[config.mk]
export PLATFORM = sky130hd
export DESIGN_NAME = calendar_date_advance_flat
export DESIGN_NICKNAME = d
export VERILOG_FILES = /design/src/sv/cda_pkg.sv /design/src/sv/cda_req_if.sv /design/src/sv/cda_rsp_if.sv /design/src/sv/cda_norm.sv /design/src/sv/calendar_date_advance.sv /design/src/flat_wrapper.sv
export SDC_FILE = /design/constraint.sdc
export NUM_CORES = 1
export LEC_CHECK = 0
export BUFFER_PORTS_ARGS = -buffer_cell sky130_fd_sc_hd__buf_2
export CORE_UTILIZATION = 52
export DETAILED_ROUTE_END_ITERATION = 10
export GPL_TIMING_DRIVEN = 1
export PLACE_DENSITY = 0.77
export SLEW_MARGIN = 20
export SYNTH_ARGS = -nofsm -noshare
export SYNTH_HDL_FRONTEND = slang
export SYNTH_SLANG_ARGS = --single-unit
[constraint.sdc]
create_clock -name clk_i -period 5 [get_ports clk_i]
set_clock_uncertainty 0.1 [all_clocks]
set_input_delay 1 -clock clk_i [delete_from_list [all_inputs] [get_ports clk_i]]
set_output_delay 1 -clock clk_i [all_outputs]
set_load 0.01 [all_outputs]
[src/sv/cda_pkg.sv]
// shared types, constants and month table for the calendar date advance block
`timescale 1ns / 1ps
`default_nettype none

package cda_pkg;

  // calendar constants
  localparam logic [15:0] YearDefault   = 16'd2000;
  localparam logic [3:0]  MonthsPerYear = 4'd12;
  localparam logic [15:0] YearMax       = 16'hFFFF;

  // sequencer states
  typedef enum logic [3:0] {
    ST_IDLE = 4'b0001,
    ST_DAYS = 4'b0010,
    ST_MONS = 4'b0100,
    ST_YEAR = 4'b1000
  } state_e;

  // normalized starting date
  typedef struct packed {
    logic [4:0]  day;
    logic [3:0]  mon;
    logic [15:0] year;
  } norm_t;

  // month length without leap years, 31 for codes outside 1..12
  function automatic logic [4:0] month_len(input logic [3:0] mon);
    logic [4:0] len;
    case (mon)
      4'd2:                      len = 5'd28;
      4'd4, 4'd6, 4'd9, 4'd11:   len = 5'd30;
      default:                   len = 5'd31;
    endcase
    return len;
  endfunction

endpackage

`default_nettype wire

[src/sv/cda_req_if.sv]
// request channel carrying a date and an offset
`timescale 1ns / 1ps
`default_nettype none

interface cda_req_if;
  logic        valid;
  logic        ready;
  logic [7:0]  in_day;
  logic [7:0]  in_month;
  logic [15:0] in_year;
  logic [15:0] add_days;
  logic [11:0] add_months;
  logic [11:0] add_years;

  modport src (
    output valid, in_day, in_month, in_year, add_days, add_months, add_years,
    input  ready
  );
  modport sink (
    input  valid, in_day, in_month, in_year, add_days, add_months, add_years,
    output ready
  );
endinterface

`default_nettype wire

[src/sv/cda_rsp_if.sv]
// response channel carrying the advanced date
`timescale 1ns / 1ps
`default_nettype none

interface cda_rsp_if;
  logic        valid;
  logic        ready;
  logic [4:0]  out_day;
  logic [3:0]  out_month;
  logic [15:0] out_year;
  logic        year_overflow;

  modport src (
    output valid, out_day, out_month, out_year, year_overflow,
    input  ready
  );
  modport sink (
    input  valid, out_day, out_month, out_year, year_overflow,
    output ready
  );
endinterface

`default_nettype wire

[src/sv/cda_norm.sv]
// normalization of the incoming date: month clamp, day clamp, default year
`timescale 1ns / 1ps
`default_nettype none

module cda_norm
  import cda_pkg::*;
(
  input  logic [7:0]  day_i,
  input  logic [7:0]  month_i,
  input  logic [15:0] year_i,
  output norm_t       norm_o
);

  logic [3:0] mon;
  logic [4:0] len;

  // month into 1..12
  always_comb begin
    if (month_i == 8'd0) begin
      mon = 4'd1;
    end else if (month_i > {4'd0, MonthsPerYear}) begin
      mon = MonthsPerYear;
    end else begin
      mon = month_i[3:0];
    end
  end

  assign len = month_len(mon);

  // day into 1..length of the clamped month, zero year replaced
  always_comb begin
    norm_o.mon = mon;
    if (day_i == 8'd0) begin
      norm_o.day = 5'd1;
    end else if (day_i > {3'd0, len}) begin
      norm_o.day = len;
    end else begin
      norm_o.day = day_i[4:0];
    end
    norm_o.year = (year_i == 16'd0) ? YearDefault : year_i;
  end

endmodule

`default_nettype wire

[src/sv/calendar_date_advance.sv]
// top level: date advance by days, months and years over a shared subtractor
//
//   channel  dir  modport  payload
//   req_i    in   sink     in_day, in_month, in_year, add_days, add_months, add_years
//   rsp_o    out  src      out_day, out_month, out_year, year_overflow
//
// a request is accepted, then the day loop retires one month length per cycle through
// the single subtractor, which then folds the months into years, 12 months per cycle,
// and a final year step adds the year offset.
// reset clears the sequencer and the output valid; nothing needs a clearing pass.
// a held response does not block the next request; the final step waits for the
// output register to free up.
`timescale 1ns / 1ps
`default_nettype none

module calendar_date_advance
  import cda_pkg::*;
(
  input  logic      clk_i,
  input  logic      rst_ni,
  cda_req_if.sink   req_i,
  cda_rsp_if.src    rsp_o
);

  state_e      state_q, state_d;
  logic [16:0] day_q, day_d;
  logic [3:0]  mon_q, mon_d;
  logic [16:0] year_q, year_d;
  logic [12:0] mcnt_q, mcnt_d;
  logic [11:0] addm_q, addm_d;
  logic [11:0] addy_q, addy_d;
  logic        out_valid_q, out_valid_d;
  logic [4:0]  out_day_q, out_day_d;
  logic [3:0]  out_month_q, out_month_d;
  logic [15:0] out_year_q, out_year_d;
  logic        out_ovf_q, out_ovf_d;

  norm_t       norm;
  logic [4:0]  cur_len;
  logic [16:0] sub_a, sub_b;
  logic [17:0] sub_diff;
  logic        sub_borrow;
  logic [16:0] year_sum;

  // input normalization
  cda_norm u_norm (
    .day_i   (req_i.in_day),
    .month_i (req_i.in_month),
    .year_i  (req_i.in_year),
    .norm_o  (norm)
  );

  assign cur_len = month_len(mon_q);

  // shared subtractor: month length in the day loop, a year of months after
  always_comb begin
    if (state_q == ST_DAYS) begin
      sub_a = day_q;
      sub_b = {12'd0, cur_len};
    end else begin
      sub_a = {4'd0, mcnt_q};
      sub_b = {13'd0, MonthsPerYear};
    end
  end

  assign sub_diff   = {1'b0, sub_a} - {1'b0, sub_b};
  assign sub_borrow = sub_diff[17];
  assign year_sum   = year_q + {5'd0, addy_q};

  // handshake
  assign req_i.ready         = (state_q == ST_IDLE);
  assign rsp_o.valid         = out_valid_q;
  assign rsp_o.out_day       = out_day_q;
  assign rsp_o.out_month     = out_month_q;
  assign rsp_o.out_year      = out_year_q;
  assign rsp_o.year_overflow = out_ovf_q;

  // sequencer
  always_comb begin
    state_d     = state_q;
    day_d       = day_q;
    mon_d       = mon_q;
    year_d      = year_q;
    mcnt_d      = mcnt_q;
    addm_d      = addm_q;
    addy_d      = addy_q;
    out_valid_d = out_valid_q & ~rsp_o.ready;
    out_day_d   = out_day_q;
    out_month_d = out_month_q;
    out_year_d  = out_year_q;
    out_ovf_d   = out_ovf_q;
    unique case (state_q)
      ST_IDLE: begin
        if (req_i.valid) begin
          day_d   = {12'd0, norm.day} + {1'b0, req_i.add_days};
          mon_d   = norm.mon;
          year_d  = {1'b0, norm.year};
          addm_d  = req_i.add_months;
          addy_d  = req_i.add_years;
          state_d = ST_DAYS;
        end
      end
      ST_DAYS: begin
        // day beyond month length: retire the month
        if (!sub_borrow && (sub_diff[16:0] != 17'd0)) begin
          day_d = sub_diff[16:0];
          if (mon_q == MonthsPerYear) begin
            mon_d  = 4'd1;
            year_d = year_q + 17'd1;
          end else begin
            mon_d = mon_q + 4'd1;
          end
        end else begin
          mcnt_d  = {9'd0, mon_q} + {1'b0, addm_q} - 13'd1;
          state_d = ST_MONS;
        end
      end
      ST_MONS: begin
        // zero-based month count folded into years
        if (!sub_borrow) begin
          mcnt_d = sub_diff[12:0];
          year_d = year_q + 17'd1;
        end else begin
          mon_d   = mcnt_q[3:0] + 4'd1;
          state_d = ST_YEAR;
        end
      end
      ST_YEAR: begin
        // year offset, saturate, load output when free
        if (!out_valid_q || rsp_o.ready) begin
          out_valid_d = 1'b1;
          out_day_d   = day_q[4:0];
          out_month_d = mon_q;
          if (year_sum[16]) begin
            out_year_d = YearMax;
            out_ovf_d  = 1'b1;
          end else begin
            out_year_d = year_sum[15:0];
            out_ovf_d  = 1'b0;
          end
          state_d = ST_IDLE;
        end
      end
      default: begin
        state_d = ST_IDLE;
      end
    endcase
  end

  // control registers
  always_ff @(posedge clk_i or negedge rst_ni) begin
    if (!rst_ni) begin
      state_q     <= ST_IDLE;
      out_valid_q <= 1'b0;
    end else begin
      state_q     <= state_d;
      out_valid_q <= out_valid_d;
    end
  end

  // working and result registers
  always_ff @(posedge clk_i) begin
    day_q       <= day_d;
    mon_q       <= mon_d;
    year_q      <= year_d;
    mcnt_q      <= mcnt_d;
    addm_q      <= addm_d;
    addy_q      <= addy_d;
    out_day_q   <= out_day_d;
    out_month_q <= out_month_d;
    out_year_q  <= out_year_d;
    out_ovf_q   <= out_ovf_d;
  end

endmodule

`default_nettype wire

[src/flat_wrapper.sv]
// flat-port wrapper written by rule: the top's interface ports become plain ports
module calendar_date_advance_flat import cda_pkg::*;
  (clk_i, rst_ni, req_i_valid, req_i_in_day, req_i_in_month, req_i_in_year, req_i_add_days, req_i_add_months, req_i_add_years, req_i_ready, rsp_o_valid, rsp_o_out_day, rsp_o_out_month, rsp_o_out_year, rsp_o_year_overflow, rsp_o_ready);
  cda_req_if req_i_i ();
  cda_rsp_if rsp_o_i ();
  input  logic clk_i;
  input  logic rst_ni;
  input wire logic [$bits(req_i_i.valid)-1:0] req_i_valid;
  input wire logic [$bits(req_i_i.in_day)-1:0] req_i_in_day;
  input wire logic [$bits(req_i_i.in_month)-1:0] req_i_in_month;
  input wire logic [$bits(req_i_i.in_year)-1:0] req_i_in_year;
  input wire logic [$bits(req_i_i.add_days)-1:0] req_i_add_days;
  input wire logic [$bits(req_i_i.add_months)-1:0] req_i_add_months;
  input wire logic [$bits(req_i_i.add_years)-1:0] req_i_add_years;
  output wire logic [$bits(req_i_i.ready)-1:0] req_i_ready;
  output wire logic [$bits(rsp_o_i.valid)-1:0] rsp_o_valid;
  output wire logic [$bits(rsp_o_i.out_day)-1:0] rsp_o_out_day;
  output wire logic [$bits(rsp_o_i.out_month)-1:0] rsp_o_out_month;
  output wire logic [$bits(rsp_o_i.out_year)-1:0] rsp_o_out_year;
  output wire logic [$bits(rsp_o_i.year_overflow)-1:0] rsp_o_year_overflow;
  input wire logic [$bits(rsp_o_i.ready)-1:0] rsp_o_ready;
  assign req_i_i.valid = req_i_valid;
  assign req_i_i.in_day = req_i_in_day;
  assign req_i_i.in_month = req_i_in_month;
  assign req_i_i.in_year = req_i_in_year;
  assign req_i_i.add_days = req_i_add_days;
  assign req_i_i.add_months = req_i_add_months;
  assign req_i_i.add_years = req_i_add_years;
  assign req_i_ready = req_i_i.ready;
  assign rsp_o_valid = rsp_o_i.valid;
  assign rsp_o_out_day = rsp_o_i.out_day;
  assign rsp_o_out_month = rsp_o_i.out_month;
  assign rsp_o_out_year = rsp_o_i.out_year;
  assign rsp_o_year_overflow = rsp_o_i.year_overflow;
  assign rsp_o_i.ready = rsp_o_ready;
  calendar_date_advance u_core (.clk_i(clk_i), .rst_ni(rst_ni), .req_i(req_i_i), .rsp_o(rsp_o_i));
endmodule
# After elaboration in Yosys (flattened, before gate mapping)
# Index checks and enable logic that the tools add are counted.
[totals]
regBits = 106
in_bits = 76
out_inout_bits = 28
word_cells = 99
[op_classes]
n_addsub = 8
order_cmp = 2
n_eq_ne = 22
mux = 33
bitwise = 2
reduce_logical = 20
[ops]
columns = ["operator", "count"]
rows = [
  ["two-way mux 17 bit", 7],
  ["one-hot mux 17 bit (3 select lines)", 1],
  ["two-way mux 4 bit", 10],
  ["one-hot mux 17 bit (2 select lines)", 1],
  ["two-way mux 13 bit", 2],
  ["one-hot mux 13 bit (2 select lines)", 1],
  ["equality test 4 bit, second input constant", 6],
  ["equality test 4 x 3 -> 1 bit, second input constant", 5],
  ["subtractor 17 x 5 -> 18 bit", 1],
  ["adder 17 x 1 -> 17 bit, second input constant", 1],
  ["adder 17 x 12 -> 17 bit", 1],
  ["adder 5 x 16 -> 17 bit", 1],
  ["nonzero test 17 bit", 1],
  ["logical NOT 16 bit", 1],
  ["logical NOT 8 bit", 2],
  ["two-way mux 16 bit", 1],
  ["one-hot mux 4 bit (4 select lines)", 1],
  ["two-way mux 5 bit", 3],
  ["adder 4 x 12 -> 13 bit", 1],
  ["subtractor 13 x 1 -> 13 bit, second input constant", 1],
  ["equality test 4 x 2 -> 1 bit, second input constant", 3],
  ["one-hot mux 4 bit (3 select lines)", 1],
  ["inequality test 2 bit, second input constant", 5],
  ["adder 4 x 1 -> 4 bit, second input constant", 2],
  ["18 further kinds", 28],
]

# Logic depth before layout (Yosys ltp)
# Gate-level depths: netlist (run 1).
[logic_depth]
depth_word = 12
depth_mapped = 22
ltp_nobuf = 22

# Cells and area by module
# From an unflattened synthesis (run 1), not the netlist that was laid out.
[unflattened]
cells_unflattened = 729
hier_area_um2 = 7128.1
[modules_own_cells]
columns = ["mod", "n_inst", "cells_each", "area_per_inst_um2", "seq_area_each_um2"]
rows = [
  ["calendar_date_advance", 1, 675, 6791.5, 3159.3],
  ["cda_norm", 1, 54, 336.6, 0.0],
]

# Least setup slack after synthesis (run 1)
# No wires, ideal clock.
[synth_timing]
path_type = "register to register"
start = "register u_core.state_q[0]"
end = "register u_core.year_q[0], enable pin"
setup_ns = 0.400
t_arrival_ns = 4.589
required_ns = 4.500
slack_ns = -0.089
path_stages_with_launch = 18
n_path_buf = 5
synth_period_minus_slack_ns = 5.089
cell_sequence = "dfstp_2 buf_6 or4b_4 clkbuf_8 clkbuf_8 clkbuf_1 a211oi_1 ha_1 inv_1 fa_1 clkbuf_1 a2bb2oi_1 nand3b_1 nor4_1 xnor2_1 o2111ai_1 o21ai_2 o221ai_1"
[synth_via]
elab_chain_cells = 7
elab_cells_between_ends = 15
cone_classes = "add/sub: 1; eq/ne: 7; mux: 2; reduce/logical: 5"
[synth_rtl]
columns = ["item", "line", "rtl"]
rows = [
  ["from (decl)", "calendar_date_advance.sv:25", "state_e state_q, state_d;"],
  ["from (signal assigned)", "calendar_date_advance.sv:156", "state_q <= state_d;"],
  ["equality test 4 x 2 -> 1 bit", "calendar_date_advance.sv:57, calendar_date_advance.sv:92", ""],
  ["two-way mux 17 bit or two-way mux 5 bit (tied branches)", "calendar_date_advance.sv:57", "if (state_q == ST_DAYS) begin"],
  ["subtractor 17 x 5 -> 18 bit", "calendar_date_advance.sv:66", "assign sub_diff = {1'b0, sub_a} - {1'b0, sub_b};"],
  ["nonzero test 17 bit or logical NOT 1 bit (tied branches)", "calendar_date_advance.sv:105", "if (!sub_borrow && (sub_diff[16:0] != 17'd0)) begin"],
  ["logical AND 1 bit", "calendar_date_advance.sv:105", ""],
  ["inequality test 2 bit (no source line)", "-", ""],
  ["AND reduction 5 bit (no source line) (*)", "-", ""],
  ["to (signal assigned)", "calendar_date_advance.sv:165", "year_q <= year_d;"],
  ["to (decl)", "calendar_date_advance.sv:28", "logic [16:0] year_q, year_d;"],
]
# Mark *: on every way between the ends. The rest lies on a longest branch, timed or not.
# A chain may end at the register's enable or synchronous reset.

# Final worst setup path (run 1)
[layout_timing]
start = "input port req_i_in_month[7]"
end = "register u_core.day_q[8] (data pin)"
[layout_via]
elab_chain_cells = 12
elab_cells_between_ends = 17
cone_classes = "add/sub: 1; order compare: 2; eq/ne: 5; mux: 7; reduce/logical: 2"
[layout_rtl]
columns = ["item", "line", "rtl"]
rows = [
  ["from (decl)", "flat_wrapper.sv:10", "input wire logic [$bits(req_i_i.in_month)-1:0] req_i_in_month;"],
  ["greater-than comparator 8 x 4 -> 1 bit", "cda_norm.sv:21", "end else if (month_i > {4'd0, MonthsPerYear}) begin"],
  ["two-way mux 4 bit", "cda_norm.sv:21", ""],
  ["two-way mux 4 bit (*)", "cda_norm.sv:19", "if (month_i == 8'd0) begin"],
  ["equality test 4 x 3 -> 1 bit or equality test 4 bit (tied branches)", "cda_pkg.sv:30", "case (mon)"],
  ["OR reduction 4 bit", "cda_pkg.sv:30", ""],
  ["one-hot mux 2 bit (2 select lines) (*)", "cda_pkg.sv:30", ""],
  ["greater-than comparator 8 x 5 -> 1 bit", "cda_norm.sv:35", "end else if (day_i > {3'd0, len}) begin"],
  ["two-way mux 5 bit (*)", "cda_norm.sv:35", ""],
  ["two-way mux 5 bit (*)", "cda_norm.sv:33", "if (day_i == 8'd0) begin"],
  ["adder 5 x 16 -> 17 bit (*)", "calendar_date_advance.sv:95", "day_d = {12'd0, norm.day} + {1'b0, req_i.add_days};"],
  ["two-way mux 17 bit (*)", "calendar_date_advance.sv:94", "if (req_i.valid) begin"],
  ["one-hot mux 17 bit (2 select lines) (*)", "calendar_date_advance.sv:92", "unique case (state_q)"],
  ["via u_core.day_d[8]", "calendar_date_advance.sv:26", "logic [16:0] day_q, day_d;"],
  ["to (signal assigned)", "calendar_date_advance.sv:163", "day_q <= day_d;"],
  ["to (decl)", "calendar_date_advance.sv:26", ""],
]
# Mark *: on every way through the listed nets, which the timed path passes. The rest lies on a longest branch. The select of a mux whose other input is x is not followed.

==> impl_metrics.env, run 1 <==
export IMPL_avgRoutedWirePerCell_um=15.8
export IMPL_htree_num_levels=3
export IMPL_finalWeightedCongestion=0.923
export IMPL_die_width_um=117
export IMPL_asyncSetResetFlopFracSynth_pct=4.72
export IMPL_critical_path_arrival_ns=4.71
export IMPL_cts_num_sinks=106
export IMPL_postSynthNetCount=813
export IMPL_critical_path_class="input pin to flop"
export IMPL_fillers=1064
export IMPL_combinational_share_of_power_pct=31.4
export IMPL_cellPowerDensity_mw_per_mm2=364
export IMPL_synth_compound_area_share_pct=13.1
export IMPL_design_final_nets=926
export IMPL_first_global_vias=5453
export IMPL_gr_usage_all_layers_pct=23.9
export IMPL_clockRootBuffer="sky130_fd_sc_hd__clkbuf_16"
export IMPL_yosysUniqueCellTypes=62
export IMPL_numCtsBuffers=9
export IMPL_sw_frac_of_total_pct=34.3
export IMPL_synth_ff_type="sky130_fd_sc_hd__edfxtp_1"
export IMPL_synth_seq_area_share_pct=46.3
export IMPL_rows=41
export IMPL_leakage_nw=3.21
export IMPL_layout_min_cycle_time_ns=4.72
export IMPL_vdd_drop_max_uv=233
export IMPL_hpwl_mm=11.6
export IMPL_synth_simple_area_share_pct=17.7
export IMPL_io_pins=104
export IMPL_via_count=5542
export IMPL_timing_worst_slew_pin_value_ns=1.06
export IMPL_drt_first_pass_iters=6
export IMPL_routed_wirelength_mm=15.5
export IMPL_grt_remaining_overflow=0
export IMPL_synth_enable_flop_cells=101
export IMPL_final_layout_size_suffix_gt1_share_pct=18.7
export IMPL_die_height_um=117
export IMPL_clkSlewWorstSetupHoldPaths_ns=0.08
export IMPL_first_pass_grt_wire_length_mm=24.9
export IMPL_hold_path_class="input pin to async pin"
export IMPL_antenna_found_initial=1
export IMPL_seq_power_share_pct=44.5
export IMPL_initial_core_utilization_pct=53.7
export IMPL_cp_startpoint="req_i_in_month[7]"
export IMPL_synth_seq_cells=106
export IMPL_yosysWarnings=0
export IMPL_synthAdderAreaFrac_pct=8.87
export IMPL_combinational_family_with_the_most_area_after_synthesis="simple AND/OR/NAND/NOR gates"
export IMPL_tritoncts="done"
export IMPL_pwr_share_clk_pct=24.2
export IMPL_setup_worst_path_end_class="flop"
export IMPL_number_of_vias_per_cell=5.64
export IMPL_setup_viol_count_final=0
export IMPL_synthXorXnorAreaFrac_pct=8.21
export IMPL_worstPathMaxFanout=4
export IMPL_p_int_mw=1.89
export IMPL_input_output_buffers=103
export IMPL_endpoint="u_core.day_q[8]"
export IMPL_clockBufferDepth=2
export IMPL_drcViolationCount=0
export IMPL_setup_reg_to_reg_worst_slack_ns=0.39
export IMPL_synth_avg_cell_area_um2=9.88
export IMPL_run_status="finished, final reports clean"
export IMPL_pins_over_their_slew_limit=0
export IMPL_detailedRoute_firstIterationViolations=394
export IMPL_dieArea_mm2=0.0136
export IMPL_fmaxAchievable_mhz=212
export IMPL_synth_area_mux_share_pct=1.61
export IMPL_max_cap_viol_count=0
export IMPL_start_kind="input pin"
export IMPL_rr_startpoint="u_core.mon_q[0]"
export IMPL_synthesized_netlist_cell_count=691
export IMPL_finalSetupTns_ns=0
export IMPL_area_growth_syn_to_layout_pct=15.5
export IMPL_relSlewSlack_pct=29.4
export IMPL_finalHoldViolCount=0
export IMPL_hold_worst_slack_ns=0.333
export IMPL_worst_endpoint_required_ns=4.99
export IMPL_power_switching_uw=984
export IMPL_post_drt_antenna_nets=0
export IMPL_finalCritPeriodShare_pct=94.4
export IMPL_netlist_area_mm2=0.00683
export IMPL_grt_start_max_net_pins=37
export IMPL_coreArea_mm2=0.0127
export IMPL_crit_reg2reg_capture="u_core.mcnt_q[12]"
export IMPL_r2r_cells=15
export IMPL_clock_latency_reported_for_the_late_side_of_the_worst_skew_pair_ns=0.36
export IMPL_cts_setup_buffers=0
[worst min-delay path by stage]
| stage | start | slack, ns | depth (start not counted) | end |
|---|---|---|---|---|
| after floorplan | u_core.day_q[0] | 0.33 | 0 | u_core.rsp_o.out_day[0] |
| after global placement | u_core.day_q[0] | 0.37 | 0 | u_core.rsp_o.out_day[0] |
| after detailed placement | u_core.day_q[0] | 0.36 | 0 | u_core.rsp_o.out_day[0] |
| after CTS | rst_ni | 0.33 | 1 | u_core.state_q[3] |
| after global routing | rst_ni | 0.34 | 1 | u_core.state_q[3] |
| final | rst_ni | 0.33 | 1 | u_core.state_q[3] |
[per-stage QoR]
stage | worst slack (ns) | cells | util (%) | cell area (µm²) | power (mW)
after global placement | -0.0226 | 965 | 59.7 | 7590 | 2.13
final | 0.282 | 982 | 62.0 | 7890 | 2.87
after detailed placement | -0.134 | 965 | 59.7 | 7590 | 2.16
after CTS | 0.215 | 981 | 61.9 | 7880 | 2.86
after global routing | -0.0181 | 982 | 62.0 | 7890 | 3.02
after floorplan | 0.260 | 691 | - | 6840 | 1.91
[state kept, by name (all words and copies together), names as in the netlist]
name	cells
u_core.rsp_o.out_year	16
u_core.rsp_o.valid	1
u_core.addm_q	12
u_core.rsp_o.year_overflow	1
u_core.rsp_o.out_day	5
u_core.state_q	4
u_core.addy_q	12
u_core.year_q	17
u_core.rsp_o.out_month	4
u_core.day_q	17
u_core.mon_q	4
u_core.mcnt_q	13
[synth_stat cells, drive strengths merged (11+ instances only)]
master | number | share of area (%)
o21ai | 51 | 3.8
o21a | 12 | 1.3
nor2 | 64 | 3.5
xnor2 | 27 | 3.5
edfxtp | 101 | 44
clkbuf | 13 | 1.2
inv | 49 | 2.7
nor3 | 14 | 1.0
ha | 42 | 7.7
a21oi | 42 | 3.1
xor2 | 37 | 4.7
nor2b | 12 | 1.1
nor4 | 14 | 1.4
nand2 | 78 | 4.3
nand3 | 18 | 1.3
mux2i | 11 | 1.6
nand2b | 12 | 1.1
[routing by layer]
metal	track usage, %	vias up	routed length [µm]
li1	-	2711	-
met2	41.4	192	7610
met1	28.9	2602	6630
met3	4.20	37	905
met4	11.7	0	378
met5	0	-	0
[worst max-delay path, cell delays in order]
cell and delay (ns):
sky130_fd_sc_hd__buf_2 0.10, sky130_fd_sc_hd__nor4_1 0.27, sky130_fd_sc_hd__buf_4 0.17, sky130_fd_sc_hd__nand2_1 0.07, sky130_fd_sc_hd__nor4_1 0.18, sky130_fd_sc_hd__buf_4 0.17
sky130_fd_sc_hd__ha_1 0.23, sky130_fd_sc_hd__nand2_1 0.07, sky130_fd_sc_hd__nand4_1 0.09, sky130_fd_sc_hd__o21ai_1 0.24, sky130_fd_sc_hd__nor2_1 0.08, sky130_fd_sc_hd__a21oi_1 0.11
sky130_fd_sc_hd__o21ai_0 0.10, sky130_fd_sc_hd__ha_1 0.21, sky130_fd_sc_hd__inv_1 0.08, sky130_fd_sc_hd__fa_1 0.18, sky130_fd_sc_hd__nor2b_1 0.05, sky130_fd_sc_hd__o21ai_0 0.14
sky130_fd_sc_hd__nand2b_1 0.09, sky130_fd_sc_hd__and2_1 0.17, sky130_fd_sc_hd__o21ai_0 0.42, sky130_fd_sc_hd__buf_4 0.21, sky130_fd_sc_hd__nor2_1 0.05, sky130_fd_sc_hd__xnor2_1 0.15
sky130_fd_sc_hd__o21ai_0 0.09
[power groups by stage]
| stage | clock, mW | combinational, mW | sequential [mW] |
|---|---|---|---|
| floorplan | 0 | 0.663 | 1.24 |
| global route | 0.735 | 0.997 | 1.29 |
| global placement | 0 | 0.838 | 1.29 |
| CTS | 0.707 | 0.880 | 1.27 |
| finish | 0.694 | 0.901 | 1.28 |
| detailed placement | 0 | 0.866 | 1.29 |
[cell usage in the layout, fill, tap and decap left out, types with 4 or more instances in the layout]
| cell | n |
|---|---|
| sky130_fd_sc_hd__nand2_1 | 77 |
| sky130_fd_sc_hd__o21ai_0 | 48 |
| sky130_fd_sc_hd__xnor2_1 | 27 |
| sky130_fd_sc_hd__clkbuf_16 | 9 |
| sky130_fd_sc_hd__nor2b_1 | 12 |
| sky130_fd_sc_hd__nor4_1 | 13 |
| sky130_fd_sc_hd__ha_1 | 42 |
| sky130_fd_sc_hd__inv_6 | 4 |
| sky130_fd_sc_hd__nor2_1 | 62 |
| sky130_fd_sc_hd__o21a_1 | 12 |
| sky130_fd_sc_hd__buf_4 | 16 |
| sky130_fd_sc_hd__inv_1 | 49 |
| sky130_fd_sc_hd__nand4_1 | 8 |
| sky130_fd_sc_hd__dfrtp_1 | 4 |
| sky130_fd_sc_hd__nand2b_1 | 12 |
| sky130_fd_sc_hd__edfxtp_1 | 101 |
| sky130_fd_sc_hd__a21o_1 | 6 |
| sky130_fd_sc_hd__fa_1 | 4 |
| sky130_fd_sc_hd__xor2_1 | 37 |
| sky130_fd_sc_hd__buf_2 | 103 |
| sky130_fd_sc_hd__or3_1 | 6 |
| sky130_fd_sc_hd__and3_1 | 7 |
| sky130_fd_sc_hd__a211oi_1 | 4 |
| sky130_fd_sc_hd__nand3_1 | 18 |
| sky130_fd_sc_hd__nor3_1 | 14 |
| sky130_fd_sc_hd__a21oi_1 | 42 |
| sky130_fd_sc_hd__mux2i_1 | 11 |
[logic make-up (layout without fill, tap and decap cells)]
kind of cell / Yosys count / in the layout
muxes: 11 / 11
AOI/OAI and AO/OA: 147 / 147
other: 0 / 1
xor gates and xnor gates: 64 / 64
adders and majority gates: 46 / 46
buffers and inverters: 66 / 184
and+or+nand+nor: 251 / 251
DFF: 106 / 106
[repair_timing]
| action | in CTS | in global routing |
|---|---|---|
| setup endpoints to repair | 0 | 9 |
| hold buffers | 0 | 0 |
| resized for setup | 0 | 4 |
[area by class of cell]
cell class	count	area (µm²)	area share, %
Antenna cell	1	2.50	0.0317
Clock buffer	9	225	2.86
Clock inverter	7	58.8	0.746
Inverter	49	184	2.33
Multi-Input combinational cell	519	3410	43.2
Sequential cell	106	3160	40.1
Tap cell	172	215	2.73
Timing Repair Buffer	119	636	8.06
Note: power is estimated with default switching activity, not from simulation.
==> inputs of run 2 (changes only) <==
--- a/config.mk
+++ b/config.mk
@@ -10,6 +10,7 @@
 export DETAILED_ROUTE_END_ITERATION = 10
 export GPL_TIMING_DRIVEN = 1
 export PLACE_DENSITY = 0.77
+export RECOVER_POWER = 100
 export SLEW_MARGIN = 20
 export SYNTH_ARGS = -nofsm -noshare
 export SYNTH_HDL_FRONTEND = slang
==> impl_metrics.env, run 2 (same netlist as run 1, synthesis figures left out) <==
export IMPL_io_pins=104
export IMPL_gr_usage_all_layers_pct=23.9
export IMPL_final_layout_size_suffix_gt1_share_pct=13.7
export IMPL_timing_worst_slew_pin_value_ns=1.24
export IMPL_first_pass_grt_wire_length_mm=24.9
export IMPL_detailedPlace_worstSlack_ns=-0.134
export IMPL_avgRoutedWirePerCell_um=15.8
export IMPL_endpoint="u_core.day_q[8]"
export IMPL_hold_path_class="input pin to async pin"
export IMPL_worst_endpoint_required_ns=4.99
export IMPL_cts_setup_buffers=0
export IMPL_r2r_cells=13
export IMPL_dpl_cell_count=965
export IMPL_start_kind="input pin"
export IMPL_die_height_um=117
export IMPL_via_count=5503
export IMPL_layout_min_cycle_time_ns=4.72
export IMPL_dieArea_mm2=0.0136
export IMPL_critical_path_arrival_ns=4.71
export IMPL_detailedRoute_firstIterationViolations=332
export IMPL_finalHoldViolCount=0
export IMPL_first_global_vias=5453
export IMPL_rr_startpoint="u_core.state_q[0]"
export IMPL_setup_reg_to_reg_worst_slack_ns=0.36
export IMPL_finalWeightedCongestion=0.923
export IMPL_antenna_found_initial=1
export IMPL_drcViolationCount=0
export IMPL_most_common_cell_after_layout_fill_and_taps_aside="sky130_fd_sc_hd__edfxtp_1"
export IMPL_clkSlewWorstSetupHoldPaths_ns=0.08
export IMPL_use_met2_pct=41.4
export IMPL_htree_num_levels=3
export IMPL_global_route_usage_met3_pct=4.20
export IMPL_cts_num_sinks=106
export IMPL_relSlewSlack_pct=17.5
export IMPL_fillers=1090
export IMPL_die_width_um=117
export IMPL_layout_common_cells="sky130_fd_sc_hd__edfxtp_1, sky130_fd_sc_hd__nand2_1, sky130_fd_sc_hd__buf_2"
export IMPL_numCtsBuffers=9
export IMPL_timing_final_ws_setup_ns=0.278
export IMPL_post_layout_nonfiller_instances=982
export IMPL_rows=41
export IMPL_initial_core_utilization_pct=53.7
export IMPL_max_cap_viol_count=0
export IMPL_input_output_buffers=103
export IMPL_crit_reg2reg_capture="u_core.year_q[6]"
export IMPL_pins_over_their_slew_limit=0
export IMPL_clock_latency_reported_for_the_late_side_of_the_worst_skew_pair_ns=0.36
export IMPL_grt_remaining_overflow=0
export IMPL_fmaxAchievable_mhz=212
export IMPL_clockRootBuffer="sky130_fd_sc_hd__clkbuf_16"
export IMPL_worstPathMaxFanout=4
export IMPL_critical_path_class="input pin to flop"
export IMPL_clockBufferDepth=2
export IMPL_tritoncts="done"
export IMPL_grt_start_max_net_pins=37
export IMPL_total_power_consumption_mw=2.86
export IMPL_grt_busiest_layer="met2"
export IMPL_routed_wirelength_mm=15.5
export IMPL_cp_startpoint="req_i_in_month[7]"
export IMPL_run_status="finished, final reports clean"
export IMPL_grtUsageMet1_pct=28.9
export IMPL_finalCritPeriodShare_pct=94.4
export IMPL_setup_worst_path_end_class="flop"
export IMPL_post_drt_antenna_nets=0
export IMPL_leakage_nw=3.11
export IMPL_hpwl_mm=11.6
export IMPL_design_final_nets=926
export IMPL_vdd_drop_max_uv=231
export IMPL_cellPowerDensity_mw_per_mm2=367
export IMPL_number_of_vias_per_cell=5.60
export IMPL_coreArea_mm2=0.0127
export IMPL_setup_viol_count_final=0
export IMPL_drt_first_pass_iters=5
export IMPL_postLayoutCoreUtil_pct=61.3
export IMPL_area_growth_syn_to_layout_pct=14.3
[run 2: metrics by stage]
step	TNS [ns]	hold WS [ns]	area, µm²
after floorplan	0	0.326	6840
after global placement	-0.0687	0.368	7590
after detailed placement	-0.480	0.362	7590
after CTS	0	0.328	7880
after global routing	-0.0150	0.397	7800
final	0	0.376	7800
[run 2: critical path: stages]
cell and delay, ns:
sky130_fd_sc_hd__buf_2 0.10, sky130_fd_sc_hd__nor4_1 0.26, sky130_fd_sc_hd__buf_4 0.17, sky130_fd_sc_hd__nand2_1 0.07
sky130_fd_sc_hd__nor4_1 0.18, sky130_fd_sc_hd__buf_4 0.17, sky130_fd_sc_hd__ha_1 0.23, sky130_fd_sc_hd__nand2_1 0.07
sky130_fd_sc_hd__nand4_1 0.09, sky130_fd_sc_hd__o21ai_1 0.24, sky130_fd_sc_hd__nor2_1 0.07, sky130_fd_sc_hd__a21oi_1 0.11
sky130_fd_sc_hd__o21ai_0 0.10, sky130_fd_sc_hd__ha_1 0.21, sky130_fd_sc_hd__inv_1 0.08, sky130_fd_sc_hd__fa_1 0.18
sky130_fd_sc_hd__nor2b_1 0.05, sky130_fd_sc_hd__o21ai_0 0.14, sky130_fd_sc_hd__nand2b_1 0.09, sky130_fd_sc_hd__and2_1 0.17
sky130_fd_sc_hd__o21ai_0 0.43, sky130_fd_sc_hd__buf_4 0.21, sky130_fd_sc_hd__nor2_1 0.05, sky130_fd_sc_hd__xnor2_1 0.15
sky130_fd_sc_hd__o21ai_0 0.09
[run 2: worst min-delay path by stage]
stage / start / cells after the start / end
final: rst_ni / 1 / u_core.state_q[3]
after global routing: rst_ni / 1 / u_core.state_q[3]
after CTS: rst_ni / 1 / u_core.state_q[3]
after global placement: u_core.day_q[0] / 0 / u_core.rsp_o.out_day[0]
after detailed placement: u_core.day_q[0] / 0 / u_core.rsp_o.out_day[0]
after floorplan: u_core.day_q[0] / 0 / u_core.rsp_o.out_day[0]
[run 2: cell type report]
class	instances	area [µm²]	share of cell area, %
Sequential cell	106	3160	40.5
Timing Repair Buffer	119	582	7.45
Multi-Input combinational cell	519	3380	43.3
Inverter	49	184	2.36
Clock inverter	7	58.8	0.753
Antenna cell	1	2.50	0.0321
Clock buffer	9	225	2.89
Tap cell	172	215	2.76
[run 2: repair_timing]
item	CTS	global route
gates resized for setup	0	4
hold buffers	0	0
setup endpoints to repair	0	9
[run 2: power breakdown]
part | internal, mW | leakage (nW) | switching (mW)
Clock | 0.348 | 0.141 | 0.344
Combinational | 0.387 | 1.98 | 0.506
Sequential | 1.15 | 0.983 | 0.129
[run 2: layer usage]
layer  share of wire [%]  wire length [µm]  vias to the layer above
met1                  43              6700                     2585
met2                  49              7670                      181
met3                 5.3               818                       28
met4                 2.1               324                        0
met5                   0                 0                        -
li1                    -                 -                     2709
==> inputs of run 3 (changes only) <==
==> constraint.sdc (replaced) <==
create_clock -name clk_i -period 5 [get_ports clk_i]
set_clock_uncertainty 0.1 [all_clocks]
set_input_delay 0.5 -clock clk_i [delete_from_list [all_inputs] [get_ports clk_i]]
set_output_delay 0.5 -clock clk_i [all_outputs]
set_load 0.01 [all_outputs]
==> impl_metrics.env, run 3 (same netlist as run 1, synthesis figures left out) <==
export IMPL_postLayoutCoreUtil_pct=61.4
export IMPL_finalSetupTns_ns=0
export IMPL_run_status="finished, violations left"
export IMPL_tritoncts="done"
export IMPL_input_output_buffers=103
export IMPL_failed_checks="max-capacitance violations, max-slew violations"
export IMPL_die_width_um=117
export IMPL_detailedRoute_firstIterationViolations=358
export IMPL_cts_num_sinks=106
export IMPL_gr_usage_all_layers_pct=24.3
export IMPL_sequential_cell_area_mm2=0.00316
export IMPL_hold_path_class="input pin to flop"
export IMPL_dieArea_mm2=0.0136
export IMPL_cellPowerDensity_mw_per_mm2=379
export IMPL_layout_common_cells="sky130_fd_sc_hd__edfxtp_1, sky130_fd_sc_hd__nand2_1, sky130_fd_sc_hd__buf_2"
export IMPL_number_of_vias_per_cell=5.73
export IMPL_antenna_found_initial=1
export IMPL_cts_setup_buffers=0
export IMPL_setup_worst_path_end_class="flop"
export IMPL_top_layer="met4"
export IMPL_vdd_drop_max_uv=207
export IMPL_die_height_um=117
export IMPL_first_global_vias=5481
export IMPL_met1Wirelength_mm=6.83
export IMPL_start_kind="flop"
export IMPL_fillers=1107
export IMPL_rows=41
export IMPL_total_power_consumption_mw=2.96
export IMPL_first_pass_grt_wire_length_mm=25.4
export IMPL_via_count=5603
export IMPL_pins_over_their_slew_limit=13
export IMPL_critical_path_arrival_ns=4.67
export IMPL_grt_start_max_net_pins=37
export IMPL_dpl_instance_area_mm2=0.00755
export IMPL_clockBufferDepth=2
export IMPL_design_final_nets=921
export IMPL_clock_latency_reported_for_the_late_side_of_the_worst_skew_pair_ns=0.35
export IMPL_area_growth_syn_to_layout_pct=14.4
export IMPL_drt_first_pass_iters=5
export IMPL_hpwl_mm=11.8
export IMPL_clkSlewWorstSetupHoldPaths_ns=0.07
export IMPL_relSlewSlack_pct=-6.90
export IMPL_clockRootBuffer="sky130_fd_sc_hd__clkbuf_16"
export IMPL_layout_min_cycle_time_ns=4.75
export IMPL_worstPathMaxFanout=17
export IMPL_worst_endpoint_required_ns=4.92
export IMPL_finalWeightedCongestion=0.892
export IMPL_post_drt_antenna_nets=0
export IMPL_finalCritPeriodShare_pct=95.0
export IMPL_routed_wirelength_mm=15.8
export IMPL_htree_num_levels=3
export IMPL_max_cap_viol_count=1
export IMPL_grt_setup_unrepaired="false"
export IMPL_hold_worst_slack_ns=0.216
export IMPL_numCtsBuffers=9
export IMPL_fmaxAchievable_mhz=210
export IMPL_coreArea_mm2=0.0127
export IMPL_most_common_cell_after_layout_fill_and_taps_aside="sky130_fd_sc_hd__edfxtp_1"
export IMPL_setup_viol_count_final=0
export IMPL_avgRoutedWirePerCell_um=16.1
export IMPL_finalHoldViolCount=0
export IMPL_final_cell_area_mm2=0.00782
export IMPL_leakage_nw=3.09
export IMPL_final_layout_size_suffix_gt1_share_pct=12.9
export IMPL_io_pins=104
export IMPL_timing_worst_slew_pin_value_ns=1.59
export IMPL_initial_core_utilization_pct=53.7
export IMPL_grt_remaining_overflow=0
export IMPL_dr_wl_met2_mm=7.76
export IMPL_dr_wl_met3_um=849
export IMPL_critical_path_class="flop to flop"
export IMPL_multi_input_area_mm2=0.00339
export IMPL_drcViolationCount=0
[run 3: cell types whose count changed in the layout (fill, tap and decap cells not counted), sizes merged]
cell and delta:
buf -8, bufinv +2, clkbuf +5, clkinv -2, clkinvlp +1, dlygate4sd3 +1, inv -4
[run 3: metrics by stage]
step	setup slack, ns	instances
after floorplan	0.260	691
after global placement	0.215	959
after detailed placement	0.0587	959
after CTS	0.434	976
after global routing	0.0543	977
final	0.249	977
[run 3: area by class of cell]
type                    count  share of cell area, %
flip-flops and latches    106                   40.4
diodes                      1                 0.0320
clock inverters             4                  0.976
well taps                 172                   2.75
inverters                  49                   2.35
repair buffers            114                   6.93
clock buffers              12                   3.15
multi-input cells         519                   43.4
[run 3: worst max-delay path, cell delays in order (launching register included)]
cell                        delay, ns
sky130_fd_sc_hd__dfstp_1         0.47
sky130_fd_sc_hd__or4b_1          0.65
sky130_fd_sc_hd__a211oi_1        0.24
sky130_fd_sc_hd__ha_1            0.21
sky130_fd_sc_hd__inv_1           0.05
sky130_fd_sc_hd__fa_1            0.53
sky130_fd_sc_hd__xnor2_1         0.23
sky130_fd_sc_hd__or4b_2          0.68
sky130_fd_sc_hd__nor4_1          0.25
sky130_fd_sc_hd__o2111ai_1       0.18
sky130_fd_sc_hd__o21ai_2         0.32
sky130_fd_sc_hd__o221ai_2        0.16
sky130_fd_sc_hd__clkbuf_2        0.34
[run 3: path summary, 6_finish.rpt]
path | startpoint | end | slack [ns] | cells after the start
worst max-delay path | u_core.state_q[0] | u_core.year_q[16] | 0.25 | 12
worst min-delay path | req_i_add_months[11] | u_core.addm_q[11] | 0.22 | 1
worst max register to register | u_core.state_q[0] | u_core.year_q[16] | 0.25 | 12
worst min register to register | u_core.day_q[1] | u_core.rsp_o.out_day[1] | 0.41 | 0
max in group asynchronous | rst_ni | u_core.state_q[0] | 4.10 | 2
min in group asynchronous | rst_ni | u_core.rsp_o.valid | 0.43 | 2
[run 3: per-layer routing]
| metal | global-route usage, % | vias up |
|---|---|---|
| met4 | 8.86 | 0 |
| li1 | - | 2698 |
| met3 | 5.45 | 35 |
| met5 | 0 | - |
| met1 | 29.7 | 2677 |
| met2 | 42.2 | 193 |
[run 3: what timing repair did]
action	in CTS	in global routing
resized for setup	0	1
hold endpoints to repair	4	0
hold buffers	1	0
setup endpoints to repair	0	13
[run 3: where the power goes]
part	switching [mW]	internal (mW)
combinational	0.511	0.388
sequential	0.132	1.15
clock	0.324	0.455
